File: src/hdl/dq_pkg.sv
// ----------------------------------------------------------------------------
// dq_pkg
// Shared widths, operation and status codes, and the result metadata type
// for the double-ended queue.
// ----------------------------------------------------------------------------
package dq_pkg;

  localparam int DATA_W       = 32;
  localparam int KIND_W       = 2;
  localparam int STATUS_W     = 2;
  localparam int OCC_W        = 4;
  localparam int CAPACITY_DEF = 8;

  // operation codes
  localparam logic [KIND_W-1:0] KIND_PUSH_FRONT = 2'd0;
  localparam logic [KIND_W-1:0] KIND_PUSH_BACK  = 2'd1;
  localparam logic [KIND_W-1:0] KIND_POP_FRONT  = 2'd2;
  localparam logic [KIND_W-1:0] KIND_POP_BACK   = 2'd3;

  // status codes
  localparam logic [STATUS_W-1:0] ST_DONE      = 2'd0;
  localparam logic [STATUS_W-1:0] ST_OVERFLOW  = 2'd1;
  localparam logic [STATUS_W-1:0] ST_UNDERFLOW = 2'd2;

  // result fields that come from the control side
  typedef struct packed {
    logic [STATUS_W-1:0] status;
    logic [OCC_W-1:0]    occupancy;
    logic                is_empty;
    logic                is_full;
    logic                take_data;
  } res_meta_t;

endpackage

File: src/hdl/dq_if.sv
// ----------------------------------------------------------------------------
// dq_in_if / dq_out_if
// Valid/ready channels that carry one operation word in and one result
// word out.
// ----------------------------------------------------------------------------
interface dq_in_if;
  logic                                 valid;
  logic                                 ready;
  logic [dq_pkg::KIND_W-1:0]            kind;
  logic signed [dq_pkg::DATA_W-1:0]     push_value;

  modport source (output valid, output kind, output push_value, input ready);
  modport sink   (input valid, input kind, input push_value, output ready);
endinterface

interface dq_out_if;
  logic                                 valid;
  logic                                 ready;
  logic signed [dq_pkg::DATA_W-1:0]     pop_value;
  logic [dq_pkg::STATUS_W-1:0]          status;
  logic [dq_pkg::OCC_W-1:0]             occupancy;
  logic                                 is_empty;
  logic                                 is_full;

  modport source (output valid, output pop_value, output status, output occupancy,
                  output is_empty, output is_full, input ready);
  modport sink   (input valid, input pop_value, input status, input occupancy,
                  input is_empty, input is_full, output ready);
endinterface

File: src/hdl/double_ended_queue.sv
// A result word is valid in the cycle after its operation word is accepted;
// the registered read of the slot memory is the register in between.
// Throughput: one operation per cycle while the result side keeps ready high;
// a single result register holds each word, so a stalled result blocks new words.
// Reset (rst, synchronous) clears head, tail, count and the pending result;
// slot contents are not cleared and need no clearing pass.
// ----------------------------------------------------------------------------
// double_ended_queue
// Bounded deque of signed 32-bit words in a circular slot memory with push
// and pop at either end, overflow and underflow status and occupancy flags.
// ----------------------------------------------------------------------------
module double_ended_queue #(
  parameter int CAPACITY = dq_pkg::CAPACITY_DEF
) (
  input  logic       clk,
  input  logic       rst,
  dq_in_if.sink      in_ch,
  dq_out_if.source   out_ch
);

  localparam int IDX_W = $clog2(CAPACITY);

  logic                        accept, out_take;
  logic                        we, re, pend;
  logic [IDX_W-1:0]            waddr, raddr;
  logic [dq_pkg::DATA_W-1:0]   wdata, rd_data;
  dq_pkg::res_meta_t           meta;

  // take a new word when no result is waiting or it leaves this cycle
  assign in_ch.ready = !pend || out_ch.ready;
  assign accept      = in_ch.valid && in_ch.ready;
  assign out_take    = out_ch.valid && out_ch.ready;

  dq_ctrl #(.CAPACITY(CAPACITY)) u_ctrl (
    .clk        (clk),
    .rst        (rst),
    .accept     (accept),
    .kind       (in_ch.kind),
    .push_value (in_ch.push_value),
    .out_take   (out_take),
    .we         (we),
    .waddr      (waddr),
    .wdata      (wdata),
    .re         (re),
    .raddr      (raddr),
    .pend       (pend),
    .meta       (meta)
  );

  dq_mem #(.DEPTH(CAPACITY)) u_mem (
    .clk     (clk),
    .we      (we),
    .waddr   (waddr),
    .wdata   (wdata),
    .re      (re),
    .raddr   (raddr),
    .rd_data (rd_data)
  );

  // drive the result word; pushes and failed pops return zero
  assign out_ch.valid     = pend;
  assign out_ch.pop_value = meta.take_data ? rd_data : '0;
  assign out_ch.status    = meta.status;
  assign out_ch.occupancy = meta.occupancy;
  assign out_ch.is_empty  = meta.is_empty;
  assign out_ch.is_full   = meta.is_full;

endmodule

File: src/hdl/dq_mem.sv
// ----------------------------------------------------------------------------
// dq_mem
// Slot storage: one write port and one read port with registered read data.
// ----------------------------------------------------------------------------
module dq_mem #(
  parameter int DEPTH = dq_pkg::CAPACITY_DEF,
  localparam int IDX_W = $clog2(DEPTH)
) (
  input  logic                          clk,
  input  logic                          we,
  input  logic [IDX_W-1:0]              waddr,
  input  logic [dq_pkg::DATA_W-1:0]     wdata,
  input  logic                          re,
  input  logic [IDX_W-1:0]              raddr,
  output logic [dq_pkg::DATA_W-1:0]     rd_data
);

  logic [dq_pkg::DATA_W-1:0] mem [DEPTH];

  // write a pushed word
  always_ff @(posedge clk) begin
    if (we) begin
      mem[waddr] <= wdata;
    end
  end

  // read a popped word, hold it until the next pop
  always_ff @(posedge clk) begin
    if (re) begin
      rd_data <= mem[raddr];
    end
  end

endmodule

File: src/hdl/dq_ctrl.sv
// ----------------------------------------------------------------------------
// dq_ctrl
// Head/tail pointers, entry count, memory requests and the result stage.
// ----------------------------------------------------------------------------
module dq_ctrl #(
  parameter int CAPACITY = dq_pkg::CAPACITY_DEF,
  localparam int IDX_W = $clog2(CAPACITY),
  localparam int CNT_W = $clog2(CAPACITY + 1)
) (
  input  logic                          clk,
  input  logic                          rst,
  input  logic                          accept,
  input  logic [dq_pkg::KIND_W-1:0]     kind,
  input  logic [dq_pkg::DATA_W-1:0]     push_value,
  input  logic                          out_take,
  output logic                          we,
  output logic [IDX_W-1:0]              waddr,
  output logic [dq_pkg::DATA_W-1:0]     wdata,
  output logic                          re,
  output logic [IDX_W-1:0]              raddr,
  output logic                          pend,
  output dq_pkg::res_meta_t             meta
);

  localparam logic [IDX_W-1:0] IDX_LAST = IDX_W'(CAPACITY - 1);
  localparam logic [CNT_W-1:0] CNT_CAP  = CNT_W'(CAPACITY);

  logic [IDX_W-1:0] head, head_next;
  logic [IDX_W-1:0] tail, tail_next;
  logic [CNT_W-1:0] count, count_next;
  logic [IDX_W-1:0] head_inc, head_dec, tail_inc, tail_dec;
  logic             is_push, full, empty, ok;
  logic [dq_pkg::STATUS_W-1:0] status_now;

  // wrap the pointers modulo the capacity
  assign head_inc = (head == IDX_LAST) ? '0 : head + 1'b1;
  assign head_dec = (head == '0) ? IDX_LAST : head - 1'b1;
  assign tail_inc = (tail == IDX_LAST) ? '0 : tail + 1'b1;
  assign tail_dec = (tail == '0) ? IDX_LAST : tail - 1'b1;

  assign is_push = (kind == dq_pkg::KIND_PUSH_FRONT) || (kind == dq_pkg::KIND_PUSH_BACK);
  assign full    = (count == CNT_CAP);
  assign empty   = (count == '0);
  assign ok      = is_push ? !full : !empty;

  // issue memory requests for the accepted word
  assign we    = accept && is_push && !full;
  assign waddr = (kind == dq_pkg::KIND_PUSH_FRONT) ? head_dec : tail;
  assign wdata = push_value;
  assign re    = accept && !is_push && !empty;
  assign raddr = (kind == dq_pkg::KIND_POP_FRONT) ? head : tail_dec;

  // advance pointers and count
  always_comb begin
    head_next  = head;
    tail_next  = tail;
    count_next = count;
    status_now = is_push ? dq_pkg::ST_OVERFLOW : dq_pkg::ST_UNDERFLOW;
    if (ok) begin
      status_now = dq_pkg::ST_DONE;
      unique case (kind)
        dq_pkg::KIND_PUSH_FRONT: begin
          head_next  = head_dec;
          count_next = count + 1'b1;
        end
        dq_pkg::KIND_PUSH_BACK: begin
          tail_next  = tail_inc;
          count_next = count + 1'b1;
        end
        dq_pkg::KIND_POP_FRONT: begin
          head_next  = head_inc;
          count_next = count - 1'b1;
        end
        dq_pkg::KIND_POP_BACK: begin
          tail_next  = tail_dec;
          count_next = count - 1'b1;
        end
        default: begin
          head_next = head;
        end
      endcase
    end
  end

  always_ff @(posedge clk) begin
    if (rst) begin
      head  <= '0;
      tail  <= '0;
      count <= '0;
    end else if (accept) begin
      head  <= head_next;
      tail  <= tail_next;
      count <= count_next;
    end
  end

  // hold the result until the sink takes it
  always_ff @(posedge clk) begin
    if (rst) begin
      pend <= 1'b0;
    end else if (accept) begin
      pend <= 1'b1;
    end else if (out_take) begin
      pend <= 1'b0;
    end
  end

  always_ff @(posedge clk) begin
    if (accept) begin
      meta.status    <= status_now;
      meta.occupancy <= dq_pkg::OCC_W'(count_next);
      meta.is_empty  <= (count_next == '0);
      meta.is_full   <= (count_next == CNT_CAP);
      meta.take_data <= re;
    end
  end

`ifndef SYNTHESIS
  a_count_bound: assert property (@(posedge clk) disable iff (rst) count <= CNT_CAP)
    else $error("entry count above capacity");
  a_ptrs_meet: assert property (@(posedge clk) disable iff (rst)
    (empty || full) |-> (head == tail))
    else $error("head and tail disagree with count");
  a_overflow_hold: assert property (@(posedge clk) disable iff (rst)
    (accept && is_push && full) |=> ($stable(count) && $stable(head) && $stable(tail)))
    else $error("overflowing push changed state");
  a_pop_data: assert property (@(posedge clk) disable iff (rst)
    accept |=> (meta.take_data == (meta.status == dq_pkg::ST_DONE &&
                $past(!is_push))))
    else $error("read data flag mismatch");
`endif

endmodule

File: src/flat_wrapper.sv
// flat-port wrapper written by rule: the top's interface ports become plain ports
module double_ended_queue_flat 
#(
  parameter int CAPACITY = dq_pkg::CAPACITY_DEF
)
  (clk, rst, in_ch_valid, in_ch_kind, in_ch_push_value, in_ch_ready, out_ch_valid, out_ch_pop_value, out_ch_status, out_ch_occupancy, out_ch_is_empty, out_ch_is_full, out_ch_ready);
  dq_in_if in_ch_i ();
  dq_out_if out_ch_i ();
  input  logic clk;
  input  logic rst;
  input wire logic [$bits(in_ch_i.valid)-1:0] in_ch_valid;
  input wire logic [$bits(in_ch_i.kind)-1:0] in_ch_kind;
  input wire logic [$bits(in_ch_i.push_value)-1:0] in_ch_push_value;
  output wire logic [$bits(in_ch_i.ready)-1:0] in_ch_ready;
  output wire logic [$bits(out_ch_i.valid)-1:0] out_ch_valid;
  output wire logic [$bits(out_ch_i.pop_value)-1:0] out_ch_pop_value;
  output wire logic [$bits(out_ch_i.status)-1:0] out_ch_status;
  output wire logic [$bits(out_ch_i.occupancy)-1:0] out_ch_occupancy;
  output wire logic [$bits(out_ch_i.is_empty)-1:0] out_ch_is_empty;
  output wire logic [$bits(out_ch_i.is_full)-1:0] out_ch_is_full;
  input wire logic [$bits(out_ch_i.ready)-1:0] out_ch_ready;
  assign in_ch_i.valid = in_ch_valid;
  assign in_ch_i.kind = in_ch_kind;
  assign in_ch_i.push_value = in_ch_push_value;
  assign in_ch_ready = in_ch_i.ready;
  assign out_ch_valid = out_ch_i.valid;
  assign out_ch_pop_value = out_ch_i.pop_value;
  assign out_ch_status = out_ch_i.status;
  assign out_ch_occupancy = out_ch_i.occupancy;
  assign out_ch_is_empty = out_ch_i.is_empty;
  assign out_ch_is_full = out_ch_i.is_full;
  assign out_ch_i.ready = out_ch_ready;
  double_ended_queue #(.CAPACITY(CAPACITY)) u_core (.clk(clk), .rst(rst), .in_ch(in_ch_i), .out_ch(out_ch_i));
endmodule
File: config.mk
export PLATFORM = sky130hd
export DESIGN_NAME = double_ended_queue_flat
export DESIGN_NICKNAME = d
export VERILOG_FILES = /design/src/hdl/dq_pkg.sv /design/src/hdl/dq_if.sv /design/src/hdl/double_ended_queue.sv /design/src/hdl/dq_mem.sv /design/src/hdl/dq_ctrl.sv /design/src/flat_wrapper.sv
export SDC_FILE = /design/constraint.sdc
export NUM_CORES = 1
export LEC_CHECK = 0
export CAP_MARGIN = 15
export CORE_UTILIZATION = 25
export DETAILED_ROUTE_END_ITERATION = 8
export DONT_BUFFER_PORTS = 1
export PLACE_DENSITY = 0.46
export SYNTH_ARGS = -nofsm -noshare
export SYNTH_HDL_FRONTEND = slang
export SYNTH_SLANG_ARGS = --single-unit
File: constraint.sdc
create_clock -name clk -period 6.15 [get_ports clk]
set_clock_uncertainty 0.2 [all_clocks]
set_input_delay 1.23 -clock clk [delete_from_list [all_inputs] [get_ports clk]]
set_output_delay 1.23 -clock clk [all_outputs]
set_load 0.005 [all_outputs]
## Yosys cells after proc, flatten, opt, wreduce, memory -nomap -nowiden

Memory sizes are Yosys's and may differ from the RTL's. A register that Yosys moved wholly into a read port is not among the register bits.
Index checks and enable logic that the tools add are counted.

- Register bits: 20
- Bits in latches: 0
- RAM bits: 256
- Memory bits (read-only): 0
- Bits of input ports: 38
- Output and inout port bits: 42
- Logic and storage cells: 64
- Memories: 1

- $add $sub $neg: 6
- $mul: 0
- Divide/modulo/power cells: 0
- Order comparisons: 0
- Eq/ne operators: 7
- Shift operators: 0
- Multiplexer cells: 17
- Bitwise operators: 0
- Reduce and logical (&&, ||, !) cells: 24

Memories:

| memory | words | width | rd ports | clocked after Yosys merged registers in | wr ports | line | RTL |
|---|---|---|---|---|---|---|---|
| u_core.u_mem.mem | 8 | 32 | 1 | 1 | 1 | dq_mem.sv:18 | `logic [dq_pkg::DATA_W-1:0] mem [DEPTH];` |

Operator list:

| operator | number |
|---|---|
| $mux 32 | 1 |
| $mux 3 | 6 |
| $pmux 3 s2 | 2 |
| $eq 4x4->1 const B | 2 |
| $logic_not 4->1 | 2 |
| $pmux 4 s2 | 1 |
| $add 3x1->3 const B | 2 |
| $eq 3x3->1 const B | 2 |
| $logic_and 1x1->1 | 6 |
| $logic_not 3->1 | 2 |
| $reduce_and 3->1 | 2 |
| $reduce_bool 2->1 | 3 |
| $sub 3x1->3 const B | 2 |
| $mux 1 | 5 |
| $add 4x1->4 const B | 1 |
| $eq 2x2->1 const B | 2 |
| $logic_not 1->1 | 4 |
| $mux 4 | 1 |
| $reduce_or 2->1 | 2 |
| $sub 4x1->4 const B | 1 |
| $eq 2x1->1 const B | 1 |
| $logic_not 2->1 | 1 |
| $logic_or 1x1->1 | 2 |
| $mux 2 | 1 |

## Depth between registers and ports, before layout

- Word-level depth: 7
- Mapped depth: 9

## Modules after synthesis

A second synthesis with hierarchy kept.

- Cell total of the unflattened synthesis: 618
- Area, all modules: 12,535.8 um^2

Modules (own cells, without submodules):

| module | times used | cells an instance | area each (um^2) |
|---|---|---|---|
| dq_mem | 1 | 415 | 10,786.6 |
| dq_ctrl | 1 | 165 | 1,475.2 |
| double_ended_queue | 1 | 38 | 274.0 |

## Least setup slack after synthesis

OpenSTA, ideal clock, no wires.

- Path kind: input -> register
- Start: input in_ch_kind[1]
- End: memory u_core.u_mem.mem[5][0] in the netlist's numbering (enable)
- Setup time: 0.468 ns
- Data arrival time: 4.522 ns
- Required time: 5.482 ns
- Setup slack: 0.960 ns
- Stages: 5
- Cell sequence: clkbuf_1 nor2_1 nor2_1 a31oi_1 nor3b_1

- Word-level cells in the longest chain between the ends: 6
- Elaborated cells between the ends (all ways): 8
- Those cells by class: 1 x eq/ne; 3 x mux; 4 x reduce/logical

RTL lines:

| what | line | RTL |
|---|---|---|
| start: declaration | flat_wrapper.sv:12 | `input wire logic [$bits(in_ch_i.kind)-1:0] in_ch_kind;` |
| $eq 2x1->1 / $logic_not 2->1 (equally long branches) | dq_ctrl.sv:41, dq_ctrl.sv:48 |  |
| $logic_or 1x1->1 | dq_ctrl.sv:41 | `assign is_push = (kind == dq_pkg::KIND_PUSH_FRONT) \|\| (kind == dq_pkg::KIND_PUSH_BACK);` |
| $logic_and 1x1->1 (2 in series) | dq_ctrl.sv:47 | `assign we = accept && is_push && !full;` |
| $mux 1 | dq_mem.sv:22 | `if (we) begin` |
| $mux 1 (not written as such) | dq_mem.sv:23 | `mem[waddr] <= wdata;` |
| end: declaration | dq_mem.sv:18 |  |

Several ways; a longest one is shown, not always the timed one.

## Worst setup path after layout

- Start: input in_ch_kind[0]
- End: register u_core.u_mem.rd_data[8] in the netlist's numbering, read port of u_core.u_mem.mem (data pin)

- Word-level cells in the longest chain between the ends: 5
- Elaborated cells between the ends (all ways): 8
- Those cells by class: 2 x eq/ne; 1 x mux; 5 x reduce/logical

RTL lines:

| what | line | RTL |
|---|---|---|
| $eq 2x1->1 / $logic_not 2->1 (equally long branches) | dq_ctrl.sv:41 |  |
| $logic_or 1x1->1 | dq_ctrl.sv:41 |  |
| $logic_not 1->1 | dq_ctrl.sv:50 | `assign re = accept && !is_push && !empty;` |
| $logic_and 1x1->1 (2 in series) | dq_ctrl.sv:50 |  |
| end: declaration | dq_mem.sv:15 | `output logic [dq_pkg::DATA_W-1:0] rd_data` |

Several ways; a longest one is shown, not always the timed one.
A chain may end at the register's enable or synchronous reset.

==> run metrics <==
Worst Hold Class=flip-flop to flip-flop; Buffers on Ports=0; synthesis-to-layout area growth=15.4%; Final Cycle Share=60.6%; core area=50100 um2; root buffer cell=clkbuf_16; via count=5832; Worst EP arrival=3.78 ns; Post-Synthesis Cells=716; final setup fails=0; crit path max-delay cell type=mux2i_4; syn_nets=765; layout cells sized above 1=15.0%; CTS buffer count=35; Pins Over Slew Limit=0; status=complete, no violations; startpoint types=input pin; setup bufs post-CTS=0; # IOs=80; synth top area cells=edfxtp_1 71%, mux2i_1 16%, mux2_2 2.9%, dfxtp_1 1.7%, and2_1 1.6%; CP Data Required Time=6.21 ns; die area=51500 um2; Synth top area share=70.5%; Yosys Warn Count=0; Crit path top cell by count=mux2i_1; max-cap check violation count=0; gr usage total=10.6%; largest net degree at the start of global routing=58; worst-path fanout max=36; DP HPWL=14900 um; drt drc=0; GPL Wtd Cong=0.702; Yosys cell types=36; final wirelength=26800 um; Die Wd=227 um; CP Cell Sequence=nand2b_1 > mux2i_4 > buf_4 > mux2i_1 > mux2i_1 > mux2_2; die height=227 um; Std-Cell Rows=82; endpoint type of the worst setup path=flip-flop; CTS HTree Levels=2; Synth area leader=edfxtp_1; hold_buf cts=0; P per Cell Area=345 nW/um2; total gr overflow=0; Static Leak=5.15 nW; register area share after synthesis=72.3%; vias in the first global route=6004; asr flop ratio synth=0%; slowest stage delay, CP=0.80 ns; first-pass GRT wire length=39400 um; Starting Density=25.3%; relative slew slack=43.6%; WL per Instance=18.8 um; Final Hold Viols=0; worst-skew pair later-pin latency=0.51 ns; n_diodes=0; Peak VDD IR=144 uV; DR iter-0 viols=270; Seq cells post-synth=308; synthesized area=12600 um2; f_max=268 MHz; Avg Cell Area, Syn=17.7 um2; Setup Crit Path Kind=input pin to flip-flop; antenna violations before repair=0; RSZ-0062 raised after global routing=no; first drt pass iteration count=4; CTS tree=done; vias per inst=4.09; antenna viol nets, final=0; Longest Clk Path Bufs=3; number of synthesized flops with an enable pin=297; Fin Hold WS=0.338 ns; Tmin final=3.73 ns; Clock transition at path regs=0.06 ns; clk sinks=308; cts repair resizes=0; sum of negative setup slack=0 ns; Nets=780; Worst Max-Slew Pin Slew=0.828 ns; Top FF cell, synth=edfxtp_1
==> cells by family after synthesis <==
logic type | share of synthesized area (%)
AOI/OAI and AO/OA | 1.07
buffers and inverters | 2.73
DFF | 72.3
muxes | 18.7
and+or+nand+nor | 3.78
adders and majority gates | 1.15
xor gates and xnor gates | 0.277
==> critical path, delay by kind of cell <==
kind / cells / cell delay, ns
mux: 4 / 1.44
simple gates: 1 / 0.40
buf+inv: 1 / 0.66
==> final timing paths <==
| kind | startpoint | endpoint | slack, ns | cells past startpoint |
|---|---|---|---|---|
| worst max-delay path | in_ch_kind[0] | u_core.u_mem.rd_data[8]$_DFFE_PP_ | 2.42 | 6 |
| worst min-delay path | u_core.u_ctrl.head[1]$_SDFFE_PP0P_ | u_core.u_ctrl.head[1]$_SDFFE_PP0P_ | 0.34 | 2 |
| worst max register to register | u_core.u_ctrl.tail[0]$_SDFFE_PP0P_ | u_core.u_mem.rd_data[8]$_DFFE_PP_ | 2.79 | 7 |
| worst min register to register | u_core.u_ctrl.head[1]$_SDFFE_PP0P_ | u_core.u_ctrl.head[1]$_SDFFE_PP0P_ | 0.34 | 2 |
==> layout make-up <==
cell class,count,area [um2]
timing repair buffer,18,200
inverter,10,37.5
sequential,308,9140
fill,5025,35500
tap,672,841
clock buffer,47,963
multi-input combinational,358,3240
clock inverter,14,174
==> placed cells by master, fill, tap and decap left out, types with 2 or more instances in the layout <==
cell type and n:
clkbuf_16 37, ha_1 10, buf_4 14, clkinv_1 4, nand2b_1 5, mux2i_4 2, clkbuf_1 10, and2_1 32
buf_12 2, a31oi_1 2, dfxtp_1 11, mux2i_1 197, a211oi_1 3, a21oi_1 10, nor3b_2 3, nor2_1 16
bufinv_16 4, inv_1 10, nor3_1 9, clkinv_2 3, clkinvlp_4 2, nand2_1 10, buf_16 2, edfxtp_1 297
a311oi_1 2, xor2_1 3, mux2_2 33, nor3_2 5, nor2_4 2, o21ai_0 2
==> layer usage <==
metal / track usage [%] / vias to the layer above / share of wire (%)
met5: 0 / - / 0
met4: 3.16 / 0 / 1.9
met3: 3.33 / 34 / 6.2
met2: 16.7 / 94 / 46
met1: 13.8 / 2952 / 46
li1: - / 2752 / -
==> synth_stat cells (3+ instances only) <==
library cell    n
a21oi_1        10
buf_4          13
nand2_1        10
nor3_1         14
xor2_1          3
nor2_1         18
mux2i_1       198
buf_6          14
and2_1         32
mux2_2         33
edfxtp_1      297
ha_1           10
clkbuf_1       12
dfxtp_1        11
nand2b_1        5
inv_1          10
a211oi_1        3
==> per-stage QoR <==
stage | setup WS [ns] | cells | power [W] | utilization, % | cell area, um2
floorplan | 0.960 | 716 | 0.00292 | - | 12600
global placement | 1.96 | 1364 | 0.00302 | 26.8 | 13400
global route | 2.29 | 1427 | 0.00524 | 29.2 | 14600
CTS | 2.40 | 1427 | 0.00513 | 29.2 | 14600
finish | 2.42 | 1427 | 0.00504 | 29.2 | 14600
detailed placement | 1.86 | 1366 | 0.00303 | 26.9 | 13500
==> power by group <==
part           switching, W  internal [W]
Combinational      0.000314      0.000248
Sequential        0.0000245       0.00239
Clock              0.000803       0.00127
Total               0.00114       0.00390
==> registers in the layout, summed over array words and instances, names as in the netlist <==
signal                count
u_core.u_ctrl.head        3
u_core.u_mem.rd_data     32
u_core.u_ctrl.meta        9
u_core.u_ctrl.pend        1
u_core.u_ctrl.tail        3
u_core.u_mem.mem        256
u_core.u_ctrl.count       4
Power figures use the tool's default switching activity.
